`src/hdl/prt_pkg.sv`:
```
// ============================================================================
// prt_pkg: shared types and constants of the pose retargeting block
// Field widths, function and register codes, and the request and response
// structures of the serial multiplier and the serial root/divide unit.
// ============================================================================
package prt_pkg;

    localparam int POS_W      = 24;
    localparam int ROT_W      = 16;
    localparam int FUNC_W     = 2;
    localparam int IN_DATA_W  = 144;
    localparam int OUT_DATA_W = 136;
    localparam int CFG_IDX_W  = 1;
    localparam int CFG_DATA_W = 24;
    localparam int RADIUS_W   = 23;

    localparam logic [RADIUS_W-1:0]          RADIUS_RESET = 23'd850000;
    localparam logic signed [POS_W-1:0]      FLOOR_RESET  = 24'sd50000;
    localparam logic signed [ROT_W-1:0]      QONE         = 16'sd16384;

    localparam logic [FUNC_W-1:0] FN_HAND   = 2'd0;
    localparam logic [FUNC_W-1:0] FN_ROBOT  = 2'd1;
    localparam logic [FUNC_W-1:0] FN_SYNC   = 2'd2;
    localparam logic [FUNC_W-1:0] FN_STREAM = 2'd3;

    localparam logic [CFG_IDX_W-1:0] CFG_RADIUS = 1'b0;
    localparam logic [CFG_IDX_W-1:0] CFG_FLOOR  = 1'b1;

    localparam logic STATUS_OK   = 1'b0;
    localparam logic STATUS_FAIL = 1'b1;

    // Serial multiplier: magnitudes only, the caller applies the sign.
    localparam int MUL_A_W     = 36;
    localparam int MUL_B_W     = 32;
    localparam int MUL_P_W     = MUL_A_W + MUL_B_W;
    localparam int MUL_DIGIT_W = 4;

    typedef struct packed {
        logic               start;
        logic [MUL_A_W-1:0] a;
        logic [MUL_B_W-1:0] b;
    } mul_req_t;

    typedef struct packed {
        logic               done;
        logic [MUL_P_W-1:0] prod;
    } mul_rsp_t;

    // Serial root/divide unit.
    localparam int RD_W       = 64;
    localparam int RD_RES_W   = 32;
    localparam int QUO_BITS   = 26;
    localparam int SQRT_STEPS = 32;

    typedef enum logic {
        RD_SQRT = 1'b0,
        RD_DIV  = 1'b1
    } rd_op_t;

    typedef struct packed {
        logic                start;
        rd_op_t              op;
        logic [RD_W-1:0]     num;
        logic [RD_RES_W-1:0] den;
    } rd_req_t;

    typedef struct packed {
        logic                done;
        logic [RD_RES_W-1:0] res;
    } rd_rsp_t;

endpackage

```
`src/hdl/prt_mul.sv`:
```
// ============================================================================
// prt_mul: digit-serial unsigned multiplier
// Consumes the second operand one digit per cycle from the low end and stops
// as soon as the remaining digits are all zero.
// ============================================================================
module prt_mul #(
    parameter int DIGIT_W = prt_pkg::MUL_DIGIT_W
) (
    input  logic              clk,
    input  logic              rst_n,
    input  prt_pkg::mul_req_t req,
    output prt_pkg::mul_rsp_t rsp
);
    import prt_pkg::*;

    logic               busy_reg;
    logic               done_reg;
    logic [MUL_P_W-1:0] a_reg;
    logic [MUL_B_W-1:0] b_reg;
    logic [MUL_P_W-1:0] acc_reg;
    logic [MUL_P_W-1:0] acc_next;
    logic               last;

    always_comb
    begin
        acc_next = acc_reg + MUL_P_W'(a_reg * b_reg[DIGIT_W-1:0]);
        last     = (b_reg >> DIGIT_W) == '0;
    end

    always_ff @(posedge clk or negedge rst_n)
    begin
        if (!rst_n)
        begin
            busy_reg <= 1'b0;
            done_reg <= 1'b0;
        end
        else if (req.start)
        begin
            busy_reg <= 1'b1;
            done_reg <= 1'b0;
        end
        else if (busy_reg && last)
        begin
            busy_reg <= 1'b0;
            done_reg <= 1'b1;
        end
        else
        begin
            done_reg <= 1'b0;
        end
    end

    always_ff @(posedge clk)
    begin
        if (req.start)
        begin
            a_reg   <= MUL_P_W'(req.a);
            b_reg   <= req.b;
            acc_reg <= '0;
        end
        else if (busy_reg)
        begin
            a_reg   <= a_reg << DIGIT_W;
            b_reg   <= b_reg >> DIGIT_W;
            acc_reg <= acc_next;
        end
    end

    assign rsp.done = done_reg;
    assign rsp.prod = acc_reg;

endmodule

```
`config.mk`:
```
export PLATFORM = sky130hd
export DESIGN_NAME = prt_mul
export DESIGN_NICKNAME = d
export VERILOG_FILES = /design/src/hdl/prt_pkg.sv /design/src/hdl/prt_mul.sv
export SDC_FILE = /design/constraint.sdc
export NUM_CORES = 1
export LEC_CHECK = 0
export BUFFER_PORTS_ARGS = -buffer_cell sky130_fd_sc_hd__buf_4
export CAP_MARGIN = 30
export CORE_MARGIN = 10
export CORE_UTILIZATION = 55
export CTS_CLUSTER_DIAMETER = 120
export DETAILED_ROUTE_END_ITERATION = 8
export GPL_TIMING_DRIVEN = 0
export PLACE_DENSITY = 0.8
export SYNTH_ARGS = -nofsm -noshare
export SYNTH_HDL_FRONTEND = slang
export SYNTH_SLANG_ARGS = --single-unit
```
`constraint.sdc`:
```
create_clock -name clk -period 6.3 [get_ports clk]
set_input_delay 1.26 -clock clk [delete_from_list [all_inputs] [get_ports clk]]
set_output_delay 1.26 -clock clk [all_outputs]
set_load 0.02 [all_outputs]
```
==> results of run 1 <==
## layer usage
| metal | vias up | track usage, % | wire length, um |
|---|---|---|---|
| met1 | 6739 | 33.81 | 20750 |
| met5 | - | 0 | 0 |
| li1 | 6472 | - | - |
| met4 | 0 | 7.749 | 1253 |
| met2 | 578 | 39.82 | 21890 |
| met3 | 75 | 6.042 | 4110 |
## cell families (layout without fill, tap and decap cells)
logic type / count (synthesis) / after routing / synth area share [%]
flip-flops: 170 / 170 / 23.90
multiplexers: 122 / 122 / 7.566
buffers and inverters: 404 / 579 / 8.924
adder cells (fa/ha/maj): 265 / 265 / 27.85
AO/OA/AOI/OAI: 289 / 289 / 10.90
XOR/XNOR: 51 / 51 / 2.607
AND/OR/NAND/NOR: 585 / 585 / 18.26
## what timing repair did
| item | 4_1_cts | 5_1_grt |
|---|---|---|
| setup buffers | 0 | 2 |
| endpoints found under the setup margin | 8 | 12 |
| resized for setup | 8 | 8 |
| gates cloned | 0 | 0 |
## stage by stage
step,hold slack [ps],cells,utilization (%),TNS (ps)
floorplan,460.2,1886,-,0
global placement,480.9,2420,60.86,-18180
detailed placement,496.2,2424,61.06,-1315
CTS,507.6,2456,63.05,0
global route,537.9,2457,63.16,0
finish,507.8,2457,63.16,0
## power by group through the flow
| stage | Sequential (mW) | Clock (mW) | Combinational [mW] |
|---|---|---|---|
| after CTS | 1.52 | 1.12 | 4.94 |
| after detailed placement | 1.54 | 0 | 4.88 |
| after global placement | 1.54 | 0 | 4.78 |
| after floorplan | 1.63 | 0 | 3.52 |
| after global routing | 1.55 | 1.17 | 5.64 |
| final | 1.52 | 1.11 | 5.02 |
## layout by cell type, fill, tap and decap left out, types with 20 or more instances in the layout
cell and count:
buf_4 143, o22ai_1 20, xor2_1 26, a21oi_1 97, edfxtp_1 68, mux2i_1 62
inv_1 319, nand3_1 25, xnor2_1 25, nand2_1 83, nor2_1 119, nand4_1 23
ha_1 71, and2_1 263, a21o_1 22, o21ai_0 34, fa_1 194, mux2_2 60
clkbuf_1 67, dfxtp_1 100
## synth_stat cells (8+ instances only)
cell / count / area, um^2
inv_1: 319 / 1197
and2_1: 263 / 1645
fa_1: 194 / 3884
nor2_1: 119 / 446.7
dfxtp_1: 100 / 2002
a21oi_1: 97 / 485.5
nand2_1: 83 / 311.6
clkbuf_1: 75 / 281.5
ha_1: 71 / 888.4
edfxtp_1: 68 / 2042
mux2i_1: 62 / 620.6
mux2_2: 60 / 675.7
o21ai_0: 34 / 170.2
xor2_1: 26 / 227.7
nand3_1: 25 / 125.1
xnor2_1: 25 / 219.0
nand4_1: 23 / 143.9
a21o_1: 22 / 165.2
o22ai_1: 20 / 125.1
o21ai_1: 16 / 80.08
nor3_1: 14 / 70.07
o21a_1: 12 / 90.09
nor4_1: 11 / 68.82
o211ai_1: 11 / 82.58
and3_1: 10 / 62.56
o21bai_1: 9 / 67.56
o31ai_1: 8 / 60.06
o32ai_1: 8 / 70.07
## final timing paths
check / endpoint / startpoint / slack (ps) / cells after the start
min in group asynchronous: done_reg / rst_n / 560 / 1
min: acc_reg[59] / acc_reg[59] / 510 / 2
max in group asynchronous: busy_reg / rst_n / 5660 / 1
max: acc_reg[65] / b_reg[1] / 230 / 18
min reg2reg: acc_reg[59] / acc_reg[59] / 510 / 2
max reg2reg: acc_reg[65] / b_reg[1] / 230 / 18
## tightest hold or removal path: cells and delay by family (launching register included)
| family | cells | cell delay, ps |
|---|---|---|
| AND/OR/NAND/NOR | 1 | 70 |
| flip-flops | 1 | 340 |
| AO/OA/AOI/OAI | 1 | 50 |
## final cells by class
class / count / area [um^2]
Multi-Input combinational cell: 1312 / 11540
Sequential cell: 170 / 4094
Clock inverter: 13 / 138.9
Fill cell: 2532 / 11300
Tap cell: 396 / 495.5
Timing Repair Buffer: 144 / 1110
Inverter: 320 / 1201
Buffer: 83 / 337.8
Clock buffer: 19 / 454.2
==> out/metrics.yaml, run 1 <==
crit_buf_inv: 4
status: "finished clean"
slowest_delay_ps: 500
grt_max_degree: 62
maxCapViolCount: 0
via_per_inst: 5.643
synth_cell_types: 70
htreeDepth: 4
rsz0062_at_grt: "false"
ys.flop_type: "dfxtp_1"
clkPwrFrac_pct: 14.5
place.gp.congestion: 0.9432
critPathLaunchType: "register"
synthesis.nets: 2222
postCtsHoldBufs: 0
synth-async-reset-ratio_pct: 1.176
crit_top_cell: "fa_1"
cp-end-kind: "register"
maxSlewViolCount: 0
cts.clk_slew.worst_paths_ps: 80
cts.sinks: 170
crit_chain: "clkbuf_2 -> clkbuf_2 -> and2_1 -> fa_1 -> fa_1 -> inv_1 -> fa_1 -> inv_1 -> ha_1 -> nand4_1 -> or3_1 -> or3_4 -> a221oi_4 -> o2111ai_2 -> a31oi_1 -> o2111ai_1 -> and3_1 -> o31ai_1"
slowest_stage: "fa_1"
drtPass1Iterations: 6
preCtsSetupSlack_ps: -354.5
die_area_um2: 38610
critical_path_class: "register to register"
synth-seq-area-share_pct: 23.90
finalWorstSetupSlack_ps: 231.7
synth_area_um2: 17130
timing.final.setup_violations: 0
drt_iter0_drc: 1145
hold_path.class: "register to register"
syn_avg_cell_area_um2: 9.084
core_area_um2: 30670
tightest_slew_ps: 939.1
synth_edf_count: 68
switchingPower_mw: 3.815
max_slew_margin_pct: 37.39
worst_path_dominant_cell_family: "adder cells"
grt_pass1_wl_mm: 77.09
swShare_pct: 49.82
layout_min_cycle_time_ps: 6068
max_freq_mhz: 164.8
fin_area_um2: 19370
antenna_found_initial: 1
grt_util_all_layers_pct: 25.27
fin_skew_ps: 20.04
min_period_over_period_pct: 96.32
die_w_um: 196.5
finalPower_mw: 7.658
diodes: 0
clkLatencyLatePin_ps: 470
syn_inst: 1886
critical_path_arrival_ps: 6450
p_leak_nw: 9.410
drtAntennaViolNets: 0
cts_buffers: 17
ys_seq_elements: 170
drc: 0
cts-root-buf: "clkbuf_16"
cts.path.max_buffers: 2
globalRoute.totalOverflow: 0
peakVddDrop_mv: 0.2944
port_buffers: 138
layout.nets: 2384
dp_hpwl_mm: 38.48
yosys_warnings: 0
p_int_mw: 3.842
final_hold_viol_count: 0
initial_utilization_pct: 55.86
placed_cell_area_um2: 18730
num_rows: 64
syn_to_final_growth_pct: 13.06
wl_mm: 48.00
grt_pass1_vias: 14180
cp_max_fo: 10
io_pins: 140
routedWlPerCell_um: 19.54
pwr-share-comb_pct: 65.5
seqPwrFrac_pct: 19.9
p_per_area_nw_per_um2: 395.3
vias: 13860
final_layout_size_suffix_gt1_share_pct: 12.81
critPathRequiredTime_ps: 6680
fp.dieH_um: 196.5
cts_tree: "built"
No activity file was read; power rests on OpenSTA's default activity.
==> inputs of run 2 (changes only) <==
--- a/config.mk
+++ b/config.mk
@@ -13,6 +13,7 @@
 export DETAILED_ROUTE_END_ITERATION = 8
 export GPL_TIMING_DRIVEN = 0
 export PLACE_DENSITY = 0.8
+export RECOVER_POWER = 25
 export SYNTH_ARGS = -nofsm -noshare
 export SYNTH_HDL_FRONTEND = slang
 export SYNTH_SLANG_ARGS = --single-unit
==> out/metrics.yaml, run 2 (synthesis results as in run 1) <==
syn_to_final_growth_pct: 11.52
cp_max_fo: 10  # unchanged
postLayoutCoreUtil_pct: 62.30  # -0.86 points
core_area_um2: 30670  # unchanged
fp.dieH_um: 196.5  # unchanged
initial_utilization_pct: 55.86  # unchanged
hold_path.class: "register to register"
min_period_over_period_pct: 96.35  # about the same
drtAntennaViolNets: 0  # unchanged
critical_path_arrival_ps: 6460  # about the same
r2r_start: "b_reg[1]"
layout_min_cycle_time_ps: 6070  # +1.980 ps
tightest_slew_ps: 952.4  # +13.28 ps
seqPwrFrac_pct: 20.1  # +0.2 points
cts.path.max_buffers: 2  # unchanged
hp-start: "acc_reg[59]"
cts.sinks: 170  # unchanged
cts_buffers: 17  # unchanged
grt_util_all_layers_pct: 25.27  # unchanged
multi_input_area_um2: 11540  # unchanged
fin_area_um2: 19110  # -1.4%
cts-root-buf: "clkbuf_16"
max_freq_mhz: 164.7  # about the same
r2r_slack_ps: 230  # about the same
clkLatencyLatePin_ps: 470  # about the same
drt_iter0_drc: 1106  # -3.4%
timing.final.setup_violations: 0  # unchanged
die_area_um2: 38610  # unchanged
grt_pass1_vias: 14180  # unchanged
seq_area_um2: 4094  # unchanged
final_cell_mix: "inv_1, and2_1, fa_1"
die_w_um: 196.5  # unchanged
critical_path_class: "register to register"
final_hold_viol_count: 0  # unchanged
placed_cell_area_um2: 18730  # unchanged
final_common_cell: "inv_1"
drtPass1Iterations: 6  # unchanged
rsz0062_at_grt: "false"
fillers: 2599  # +2.6%
final_layout_size_suffix_gt1_share_pct: 9.413  # -3.4 points
drc: 0  # unchanged
dp_hpwl_mm: 38.48  # unchanged
pwr-share-comb_pct: 65.1  # -0.4 points
vias: 13860  # -0.022%
globalRoute.totalOverflow: 0  # unchanged
r2r_cells: 18  # unchanged
grt_pass1_wl_mm: 77.09  # unchanged
layout.nets: 2384  # unchanged
hold_end: "acc_reg[59]"
wl_mm: 48.10  # +0.20%
critPathLaunchType: "register"
place.gp.congestion: 0.9432  # unchanged
clkPwrFrac_pct: 14.7  # +0.2 points
p_int_mw: 3.743  # -2.6%
max_slew_margin_pct: 36.50  # -0.89 points
port_buffers: 138  # unchanged
peakVddDrop_mv: 0.2785  # -5.4%
cts.clk_slew.worst_paths_ps: 80  # about the same
maxCapViolCount: 0  # unchanged
maxSlewViolCount: 0  # unchanged
r2r_end: "acc_reg[65]"
cp-end-kind: "register"
routedWlPerCell_um: 19.58  # +0.20%
antenna_found_initial: 1  # unchanged
status: "finished clean"
critPathRequiredTime_ps: 6690  # about the same
switchingPower_mw: 3.821  # +0.17%
diodes: 0  # unchanged
preCtsSetupSlack_ps: -354.5  # unchanged
htreeDepth: 4  # unchanged
num_rows: 64  # unchanged
p_leak_nw: 9.127  # -3.0%
finalWorstSetupSlack_ps: 229.7  # -1.980 ps
via_per_inst: 5.641  # about the same
p_per_area_nw_per_um2: 395.9  # +0.15%
fin_skew_ps: 18.50  # -1.533 ps
io_pins: 140  # unchanged
swShare_pct: 50.52  # +0.70 points
grt_max_degree: 62  # unchanged
tns_ps: 0  # unchanged
hold_depth: 2  # unchanged
cts_tree: "built"
==> run 2: worst max-delay path by stage <==
| stage | cells past startpoint | end | slack, ps | from |
|---|---|---|---|---|
| 2_1_floorplan | 19 | acc_reg[67] | 1310 | b_reg[3] |
| 3_3_place_gp | 18 | acc_reg[62] | -1020 | b_reg[3] |
| 3_5_place_dp | 19 | acc_reg[64] | -350 | b_reg[3] |
| 4_1_cts | 19 | acc_reg[64] | 4 | b_reg[3] |
| 5_1_grt | 19 | acc_reg[65] | 10 | b_reg[1] |
| 6_report | 18 | acc_reg[65] | 230 | b_reg[1] |
==> run 2: area by class of cell <==
class | instances | area share, %
tap | 396 | 2.593
timing repair buffer | 144 | 4.433
clock inverter | 13 | 0.7269
multi-input combinational | 1312 | 60.39
inverter | 320 | 6.286
clock buffer | 19 | 2.377
buffer | 83 | 1.768
sequential | 170 | 21.43
==> run 2: power by group through the flow <==
stage | clock network (mW) | registers, mW | logic (mW)
after detailed placement | 0 | 1.54 | 4.88
after CTS | 1.12 | 1.52 | 4.94
after floorplan | 0 | 1.63 | 3.52
final | 1.12 | 1.52 | 4.93
after global placement | 0 | 1.54 | 4.78
after global routing | 1.17 | 1.54 | 5.54
==> run 2: routing by layer <==
layer	wire length, um	vias up	GRT usage (%)
li1	-	6485	-
met1	20950	6780	33.81
met2	21980	525	39.82
met3	3928	71	6.042
met4	1246	0	7.749
met5	0	-	0
==> run 2: timing repair <==
action | CTS | global route
gates cloned | 0 | 0
pin swaps | 0 | 0
buffers inserted | 0 | 2
resized for setup | 8 | 8
endpoints found under the hold margin | 0 | 0
hold buffers | 0 | 0
setup endpoints to repair | 8 | 12
==> run 2: metrics by stage <==
step / std cells / hold slack [ps] / power [mW]
2_1_floorplan: 1886 / 460.2 / 5.144
3_3_place_gp: 2420 / 480.9 / 6.322
3_5_place_dp: 2424 / 496.2 / 6.424
4_1_cts: 2456 / 507.6 / 7.580
5_1_grt: 2457 / 535.5 / 8.249
6_report: 2457 / 509.4 / 7.565
==> run 2: worst max-delay path, stage by stage, from the launching register on <==
cell and delay, ps:
edfxtp_1 470, clkbuf_2 260, clkbuf_2 240, and2_1 190, fa_1 500, fa_1 490
inv_1 50, fa_1 480, inv_1 50, ha_1 420, nand4_1 200, or3_1 400
or3_4 410, a221oi_4 480, o2111ai_2 270, a31oi_1 410, o2111ai_1 220, and3_1 230
o31ai_1 200
